[src/sv/fqkd_pkg.sv]
`timescale 1ns / 1ps

package fqkd_pkg;

	// Default queue depth
	localparam int DEPTH_DEF = 16;

	// Field widths
	localparam int PID_W = 22;
	localparam int PRI_W = 8;
	localparam int RUN_W = 16;

	// Request codes
	localparam logic [1:0] MODE_PUSH = 2'd0;
	localparam logic [1:0] MODE_POP  = 2'd1;
	localparam logic [1:0] MODE_DEL  = 2'd2;

	// Result status codes
	localparam logic [1:0] STAT_OK        = 2'd0;
	localparam logic [1:0] STAT_EMPTY     = 2'd1;
	localparam logic [1:0] STAT_NOT_FOUND = 2'd2;
	localparam logic [1:0] STAT_FULL      = 2'd3;

	// One stored process record
	typedef struct packed {
		logic [PID_W-1:0] pid;
		logic [PRI_W-1:0] pri;
		logic [RUN_W-1:0] run;
	} rec_t;

	// Sequencer states
	typedef enum logic [1:0] {
		S_IDLE,
		S_POP,
		S_SCAN,
		S_SHIFT
	} state_t;

endpackage

[src/sv/fifo_queue_with_keyed_delete.sv]
`timescale 1ns / 1ps

// Bounded FIFO of process records (pid, priority, run time) held in one
// single-port-read, single-port-write RAM used as a ring. A request is taken
// when start is high and busy is low; its result appears on the result ports
// for exactly one cycle with done high and cannot be held off, so the
// receiver must capture it in that cycle. A push, a no-op, a pop on an empty
// queue and a delete on an empty queue return in the cycle after the transfer.
// A pop on a non-empty queue takes the head record from its RAM read in S_POP
// before it returns. A delete scans from the head one entry per cycle and, if
// it finds the key, then moves every later entry down one slot, one per cycle,
// through the single RAM read port. For a pop or a delete on a non-empty queue,
// busy is high from the cycle after the transfer until the result cycle.
module fifo_queue_with_keyed_delete #(
	parameter int DEPTH = fqkd_pkg::DEPTH_DEF,
	localparam int PTR_W = $clog2(DEPTH),
	localparam int CNT_W = $clog2(DEPTH + 1)
) (
	input  logic                       clk,
	input  logic                       arst_n,
	input  logic                       start,
	output logic                       busy,
	input  logic [1:0]                 mode,
	input  logic [fqkd_pkg::PID_W-1:0] pid,
	input  logic [fqkd_pkg::PRI_W-1:0] priority_req,
	input  logic [fqkd_pkg::RUN_W-1:0] run_time,
	output logic                       done,
	output logic [1:0]                 status,
	output logic [fqkd_pkg::PID_W-1:0] out_pid,
	output logic [fqkd_pkg::PRI_W-1:0] out_priority,
	output logic [fqkd_pkg::RUN_W-1:0] out_run_time,
	output logic [CNT_W-1:0]           occupancy
);

	localparam int SUM_W = CNT_W + 1;

	// Control state
	fqkd_pkg::state_t state_q, state_d;
	logic [PTR_W-1:0] head_q;
	logic [CNT_W-1:0] cnt_q;
	logic [PTR_W-1:0] work_ptr_q;
	logic [PTR_W-1:0] idx_q;
	logic             done_q;

	// Request and result payload
	logic [fqkd_pkg::PID_W-1:0] key_q;
	logic [1:0]                 status_q;
	fqkd_pkg::rec_t             res_q;
	logic [CNT_W-1:0]           occ_q;

	// Record RAM
	fqkd_pkg::rec_t mem_q [DEPTH];
	fqkd_pkg::rec_t rd_q;
	logic [PTR_W-1:0] rd_addr;
	logic             mem_we;
	logic [PTR_W-1:0] wr_addr;
	fqkd_pkg::rec_t   wr_data;

	// Ring pointer arithmetic
	logic [PTR_W-1:0] head_inc, work_inc, work_inc2, tail_ptr;
	logic [SUM_W-1:0] tail_sum;
	logic             accept, full, empty, hit, last_scan, last_shift;

	always_comb begin
		head_inc  = (head_q == PTR_W'(DEPTH - 1)) ? '0 : head_q + PTR_W'(1);
		work_inc  = (work_ptr_q == PTR_W'(DEPTH - 1)) ? '0 : work_ptr_q + PTR_W'(1);
		work_inc2 = (work_inc == PTR_W'(DEPTH - 1)) ? '0 : work_inc + PTR_W'(1);
		tail_sum  = SUM_W'(head_q) + SUM_W'(cnt_q);
		if (tail_sum >= SUM_W'(DEPTH)) begin
			tail_sum = tail_sum - SUM_W'(DEPTH);
		end
		tail_ptr  = tail_sum[PTR_W-1:0];
	end

	// Status flags
	assign accept     = start && (state_q == fqkd_pkg::S_IDLE);
	assign full       = (cnt_q == CNT_W'(DEPTH));
	assign empty      = (cnt_q == '0);
	assign hit        = (rd_q.pid == key_q);
	assign last_scan  = (CNT_W'(idx_q) == cnt_q - CNT_W'(1));
	assign last_shift = (CNT_W'(idx_q) == cnt_q - CNT_W'(2));

	// Next state
	always_comb begin
		state_d = state_q;
		case (state_q)
			fqkd_pkg::S_IDLE: begin
				if (accept && mode == fqkd_pkg::MODE_POP && !empty) begin
					state_d = fqkd_pkg::S_POP;
				end else if (accept && mode == fqkd_pkg::MODE_DEL && !empty) begin
					state_d = fqkd_pkg::S_SCAN;
				end
			end
			fqkd_pkg::S_POP: begin
				state_d = fqkd_pkg::S_IDLE;
			end
			fqkd_pkg::S_SCAN: begin
				if (hit && !last_scan) begin
					state_d = fqkd_pkg::S_SHIFT;
				end else if (hit || last_scan) begin
					state_d = fqkd_pkg::S_IDLE;
				end
			end
			fqkd_pkg::S_SHIFT: begin
				if (last_shift) begin
					state_d = fqkd_pkg::S_IDLE;
				end
			end
			default: state_d = fqkd_pkg::S_IDLE;
		endcase
	end

	// RAM controls and handshake outputs
	always_comb begin
		busy    = (state_q != fqkd_pkg::S_IDLE);
		rd_addr = head_q;
		mem_we  = 1'b0;
		wr_addr = tail_ptr;
		wr_data = '{pid: pid, pri: priority_req, run: run_time};
		case (state_q)
			fqkd_pkg::S_IDLE: begin
				rd_addr = head_q;
				mem_we  = accept && mode == fqkd_pkg::MODE_PUSH && !full;
				wr_addr = tail_ptr;
			end
			fqkd_pkg::S_POP: begin
				rd_addr = head_q;
			end
			fqkd_pkg::S_SCAN: begin
				rd_addr = work_inc;
			end
			fqkd_pkg::S_SHIFT: begin
				// move the entry after the gap down one slot
				rd_addr = work_inc2;
				mem_we  = 1'b1;
				wr_addr = work_ptr_q;
				wr_data = rd_q;
			end
			default: begin
				rd_addr = head_q;
			end
		endcase
	end

	// RAM: one write, one registered read
	always_ff @(posedge clk) begin
		if (mem_we) begin
			mem_q[wr_addr] <= wr_data;
		end
		rd_q <= mem_q[rd_addr];
	end

	// Control registers
	always_ff @(posedge clk or negedge arst_n) begin
		if (!arst_n) begin
			state_q    <= fqkd_pkg::S_IDLE;
			head_q     <= '0;
			cnt_q      <= '0;
			work_ptr_q <= '0;
			idx_q      <= '0;
			done_q     <= 1'b0;
		end else begin
			state_q <= state_d;
			done_q  <= 1'b0;
			case (state_q)
				fqkd_pkg::S_IDLE: begin
					work_ptr_q <= head_q;
					idx_q      <= '0;
					if (accept) begin
						if (mode == fqkd_pkg::MODE_PUSH && !full) begin
							cnt_q <= cnt_q + CNT_W'(1);
						end
						if (!((mode == fqkd_pkg::MODE_POP || mode == fqkd_pkg::MODE_DEL)
								&& !empty)) begin
							done_q <= 1'b1;
						end
					end
				end
				fqkd_pkg::S_POP: begin
					head_q <= head_inc;
					cnt_q  <= cnt_q - CNT_W'(1);
					done_q <= 1'b1;
				end
				fqkd_pkg::S_SCAN: begin
					if (hit) begin
						if (last_scan) begin
							cnt_q  <= cnt_q - CNT_W'(1);
							done_q <= 1'b1;
						end
					end else if (last_scan) begin
						done_q <= 1'b1;
					end else begin
						work_ptr_q <= work_inc;
						idx_q      <= idx_q + PTR_W'(1);
					end
				end
				fqkd_pkg::S_SHIFT: begin
					work_ptr_q <= work_inc;
					idx_q      <= idx_q + PTR_W'(1);
					if (last_shift) begin
						cnt_q  <= cnt_q - CNT_W'(1);
						done_q <= 1'b1;
					end
				end
				default: begin
					done_q <= 1'b0;
				end
			endcase
		end
	end

	// Key and result payload
	always_ff @(posedge clk) begin
		case (state_q)
			fqkd_pkg::S_IDLE: begin
				key_q <= pid;
				if (accept) begin
					res_q    <= '0;
					status_q <= fqkd_pkg::STAT_OK;
					occ_q    <= cnt_q;
					case (mode)
						fqkd_pkg::MODE_PUSH: begin
							if (full) begin
								status_q <= fqkd_pkg::STAT_FULL;
							end else begin
								occ_q <= cnt_q + CNT_W'(1);
							end
						end
						fqkd_pkg::MODE_POP: begin
							status_q <= empty ? fqkd_pkg::STAT_EMPTY : fqkd_pkg::STAT_OK;
						end
						fqkd_pkg::MODE_DEL: begin
							status_q <= empty ? fqkd_pkg::STAT_NOT_FOUND : fqkd_pkg::STAT_OK;
						end
						default: begin
							status_q <= fqkd_pkg::STAT_OK;
						end
					endcase
				end
			end
			fqkd_pkg::S_POP: begin
				res_q <= rd_q;
				occ_q <= cnt_q - CNT_W'(1);
			end
			fqkd_pkg::S_SCAN: begin
				if (hit) begin
					res_q <= rd_q;
					occ_q <= cnt_q - CNT_W'(1);
				end else if (last_scan) begin
					status_q <= fqkd_pkg::STAT_NOT_FOUND;
				end
			end
			default: begin
				key_q <= key_q;
			end
		endcase
	end

	// Result ports
	assign done         = done_q;
	assign status       = status_q;
	assign out_pid      = res_q.pid;
	assign out_priority = res_q.pri;
	assign out_run_time = res_q.run;
	assign occupancy    = occ_q;

endmodule
[config.mk]
export PLATFORM = sky130hd
export DESIGN_NAME = fifo_queue_with_keyed_delete
export DESIGN_NICKNAME = d
export VERILOG_FILES = /design/src/sv/fqkd_pkg.sv /design/src/sv/fifo_queue_with_keyed_delete.sv
export SDC_FILE = /design/constraint.sdc
export NUM_CORES = 1
export LEC_CHECK = 0
export BUFFER_PORTS_ARGS = -buffer_cell sky130_fd_sc_hd__buf_4
export CORE_MARGIN = 3
export CORE_UTILIZATION = 65
export CTS_CLUSTER_SIZE = 14
export DETAILED_ROUTE_END_ITERATION = 8
export MAX_ROUTING_LAYER = met4
export PLACE_DENSITY_LB_ADDON = 0.3
export SETUP_SLACK_MARGIN = 0.4
export SLEW_MARGIN = 10
export SYNTH_ARGS = -nofsm -noshare
export SYNTH_HDL_FRONTEND = slang
export SYNTH_SLANG_ARGS = --single-unit
[constraint.sdc]
create_clock -name clk -period 8.7 [get_ports clk]
set_input_delay 0.435 -clock clk [delete_from_list [all_inputs] [get_ports clk]]
set_output_delay 0.435 -clock clk [all_outputs]
set_load 0.02 [all_outputs]
==> run_results.csv <==
group,metric,value,unit
status,status,"finished clean",
synthesis,avgSynthCellArea,15.38,µm²
synthesis,synthMostInstantiatedCell,"edfxtp_1",
die,die-area,56770,µm²
clocking,post_cts_resized,0,
worst_setup_path,crit_path_frequent_cell,"buf_4",
timing,period_minus_slack,4.822,ns
min_path,min_path_type,"input port to register",
synthesis,ys_top_cells_by_area,"edfxtp_1 69%, mux4_2 3.0%, nand3_1 2.7%",
power,finalPower,17.25,mW
power,irDropWorstVdd,0.7909,mV
die,ioPinCount,106,
routing,drt_pass1_iterations,8,
cells_and_area,multi_input_area,8783,µm²
clocking,htree_levels,3,
synthesis,synth_top_cell_area_share,69.46,%
synthesis,syn_area,35060,µm²
timing,finalCritPeriodShare,55.43,%
worst_setup_path,path_cells,"inv_1 -> ha_1 -> nor2_1 -> a211oi_4 -> buf_4 -> nor2_4 -> buf_4 -> nand2_1 -> a31oi_1 -> a221o_1",
clocking,cts_tree,"done",
worst_setup_path,path_max_fanout,35,
clocking,clock-sinks,877,
clocking,clk_pin_slew,0.06,ns
clocking,cts_root_buf,"clkbuf_16",
timing,finClkSkew,0.01437,ns
die,die_w,238.3,µm
timing,fin_setup_tns,0,ns
synthesis,ys_warn_count,0,
timing,hold_viol_final,0,
synthesis,ys_ff_latch,877,
die,start_util,66.19,%
routing,via_per_inst,6.952,
worst_setup_path,critPathMaxStageDelay,1.06,ns
timing,rsz0062_at_grt,"false",
timing,fmaxAchievable,207.4,MHz
synthesis,yosysSeqAreaShare,73.51,%
placement,placed_cell_area,36560,µm²
timing,setup_viol,0,
die,die_h,238.3,µm
grt,gr-total-overflow,0,
power,power_density,439.1,nW/µm²
clocking,clk_latency,0.63,ns
synthesis,synth_edf_count,811,
synthesis,yosysTopAreaCell,"edfxtp_1",
cells_and_area,area_growth,12.04,%
cells_and_area,drive_gt1_share,16.37,%
worst_setup_path,crit_path_start_kind,"register",
synthesis,syn_inst,2280,
cells_and_area,nets,2427,
worst_setup_path,ff2ff_setup_slack,3.88,ns
cells_and_area,antennaDiodeCount,0,
cells_and_area,fillers,3017,
routing,drc,0,
routing,postRouteWirelength,86780,µm
routing,wire_per_inst,27.93,µm
routing,ant_nets,0,
worst_setup_path,crit_family,"simple AND/OR/NAND/NOR gates",
die,row_count,84,
synthesis,synth_common_cells,"811 x edfxtp_1, 209 x nand2_1, 192 x nand3_1",
timing,slew_headroom,13.23,%
grt,grt_max_degree,212,
routing,vias,21600,
clocking,clock_path_buffers,3,
timing,worstMarginPinSlew,1.297,ns
timing,slew_violations,0,
placement,portBuffers,105,
worst_setup_path,critPathBufInv,3,
clocking,cts_made_buffers,82,
placement,place_congestion,0.8613,
power,p_leak,13.20,nW
worst_setup_path,slowest_stage,"nor2_1",
routing,drtIter0Drc,3134,
synthesis,ys.flop_type,"edfxtp_1",
worst_setup_path,worstPathArrival,5.37,ns
cells_and_area,register_area,25770,µm²
synthesis,synth_nets,2355,
die,core_area,52970,µm²
grt,antenna_found_initial,0,
placement,preCtsSetupSlack,4.049,ns
flow_run,drv_cap,0,
grt,grt_use_total,31.71,%
worst_setup_path,critical_path.endpoint_type,"register",
cells_and_area,stdcell_area,39280,µm²
worst_setup_path,worst_ep_required_time,9.25,ns
grt,grt_pass1_vias,21490,
grt,grt_pass1_wl,130300,µm
worst_setup_path,crit_type,"register to register",
clocking,post_cts_buffers,0,
timing,timing.final.ws_setup,3.878,ns
placement,dp_hpwl,44110,µm
synthesis,ys_types,65,
synthesis,ys_async_sr_fraction,2.281,%
-- per-layer routing --
layer / wire, µm / part of all wire [%] / global-route usage (%)
met3: 9821 / 11 / 6.114
met5: 0 / 0 / -
met2: 41660 / 48 / 48.78
met4: 3358 / 3.9 / 13.78
met1: 31940 / 37 / 42.15
-- timing repair --
action | CTS | global route
hold buffers | 14 | 0
endpoints found under the setup margin | 0 | 0
hold endpoints to repair | 33 | 0
-- power by group --
| group | internal [mW] | switching, mW | total, mW |
|---|---|---|---|
| sequential | 5.70 | 0.331 | 6.03 |
| combinational | 2.66 | 5.10 | 7.76 |
| clock | 1.95 | 1.51 | 3.46 |
-- cell type report --
cell class / instances / share of cell area, %
clock buffer: 113 / 5.781
clock inverter: 38 / 0.7899
inverter: 13 / 0.1242
multi-input combinational: 1220 / 22.36
sequential: 877 / 65.61
tap: 688 / 2.191
timing repair buffer: 158 / 3.141
-- placed cells by master (no fill, tap or decap), types with 4 or more instances in the layout --
| cell | Yosys | layout |
|---|---|---|
| edfxtp_1 | 811 | 811 |
| nand2_1 | 209 | 208 |
| nand3_1 | 192 | 192 |
| buf_4 | 5 | 143 |
| o21ai_0 | 102 | 102 |
| a211oi_1 | 96 | 94 |
| a31oi_1 | 92 | 92 |
| and3_1 | 92 | 91 |
| clkbuf_16 | 0 | 84 |
| mux2_2 | 55 | 55 |
| and2_1 | 47 | 47 |
| mux4_2 | 46 | 46 |
| dfxtp_1 | 46 | 46 |
| a32o_1 | 45 | 45 |
| a221o_1 | 46 | 45 |
| xnor2_1 | 37 | 37 |
| clkbuf_1 | 126 | 23 |
| ha_1 | 23 | 21 |
| dfrtp_1 | 20 | 20 |
| nor2_4 | 0 | 17 |
| a21oi_1 | 16 | 15 |
| clkinv_2 | 0 | 15 |
| nor2_1 | 31 | 14 |
| clkinv_1 | 0 | 14 |
| dlygate4sd3_1 | 0 | 14 |
| inv_1 | 11 | 11 |
| mux2i_1 | 9 | 9 |
| xor2_1 | 8 | 8 |
| nand4_1 | 7 | 7 |
| nand2b_1 | 6 | 6 |
| clkbuf_8 | 0 | 6 |
| nor3_1 | 5 | 4 |
| a21o_1 | 4 | 4 |
| bufinv_16 | 0 | 4 |
-- through the flow --
| stage | std cells | hold slack [ns] | util, % |
|---|---|---|---|
| floorplan | 2280 | 0.1394 | - |
| global placement | 2942 | 0.3330 | 69.02 |
| detailed placement | 2942 | 0.3314 | 69.02 |
| CTS | 3107 | 0.002398 | 74.16 |
| global route | 3107 | 0.008142 | 74.16 |
| finish | 3107 | 0.02616 | 74.16 |
-- cell families after synthesis --
family          after synthesis  synth area share [%]
compound gates              436                 8.957
xor+xnor                     45                 1.124
fa+ha+maj                    24                0.8779
buf+inv                     183                 2.123
flops                       877                 73.51
mux                         110                 4.978
simple gates                605                 8.429
-- state kept, by name, indices dropped and copies added, names as in the netlist --
name and cells:
work_ptr_q 4, done 1, idx_q 4, out_run_time 16, out_priority 8, out_pid 22
cnt_q 5, state_q 2, mem_q 736, key_q 22, occupancy 5, head_q 4
rd_q 46, status 2
-- worst paths after layout --
check / start / end / cells after the start
worst min-delay path: pid[1] / key_q[1]$_DFFE_PN_ / 1
worst max-delay path: state_q[0]$_DFFE_PN0P_ / rd_q[32]$_DFF_P_ / 10
max in group asynchronous: arst_n / state_q[1]$_DFFE_PN0P_ / 2
worst min register to register: rd_q[23]$_DFF_P_ / out_priority[7]$_SDFFCE_PN0P_ / 1
worst max register to register: state_q[0]$_DFFE_PN0P_ / rd_q[32]$_DFF_P_ / 10
min in group asynchronous: arst_n / state_q[0]$_DFFE_PN0P_ / 2
(Power assumes the default switching activity.)
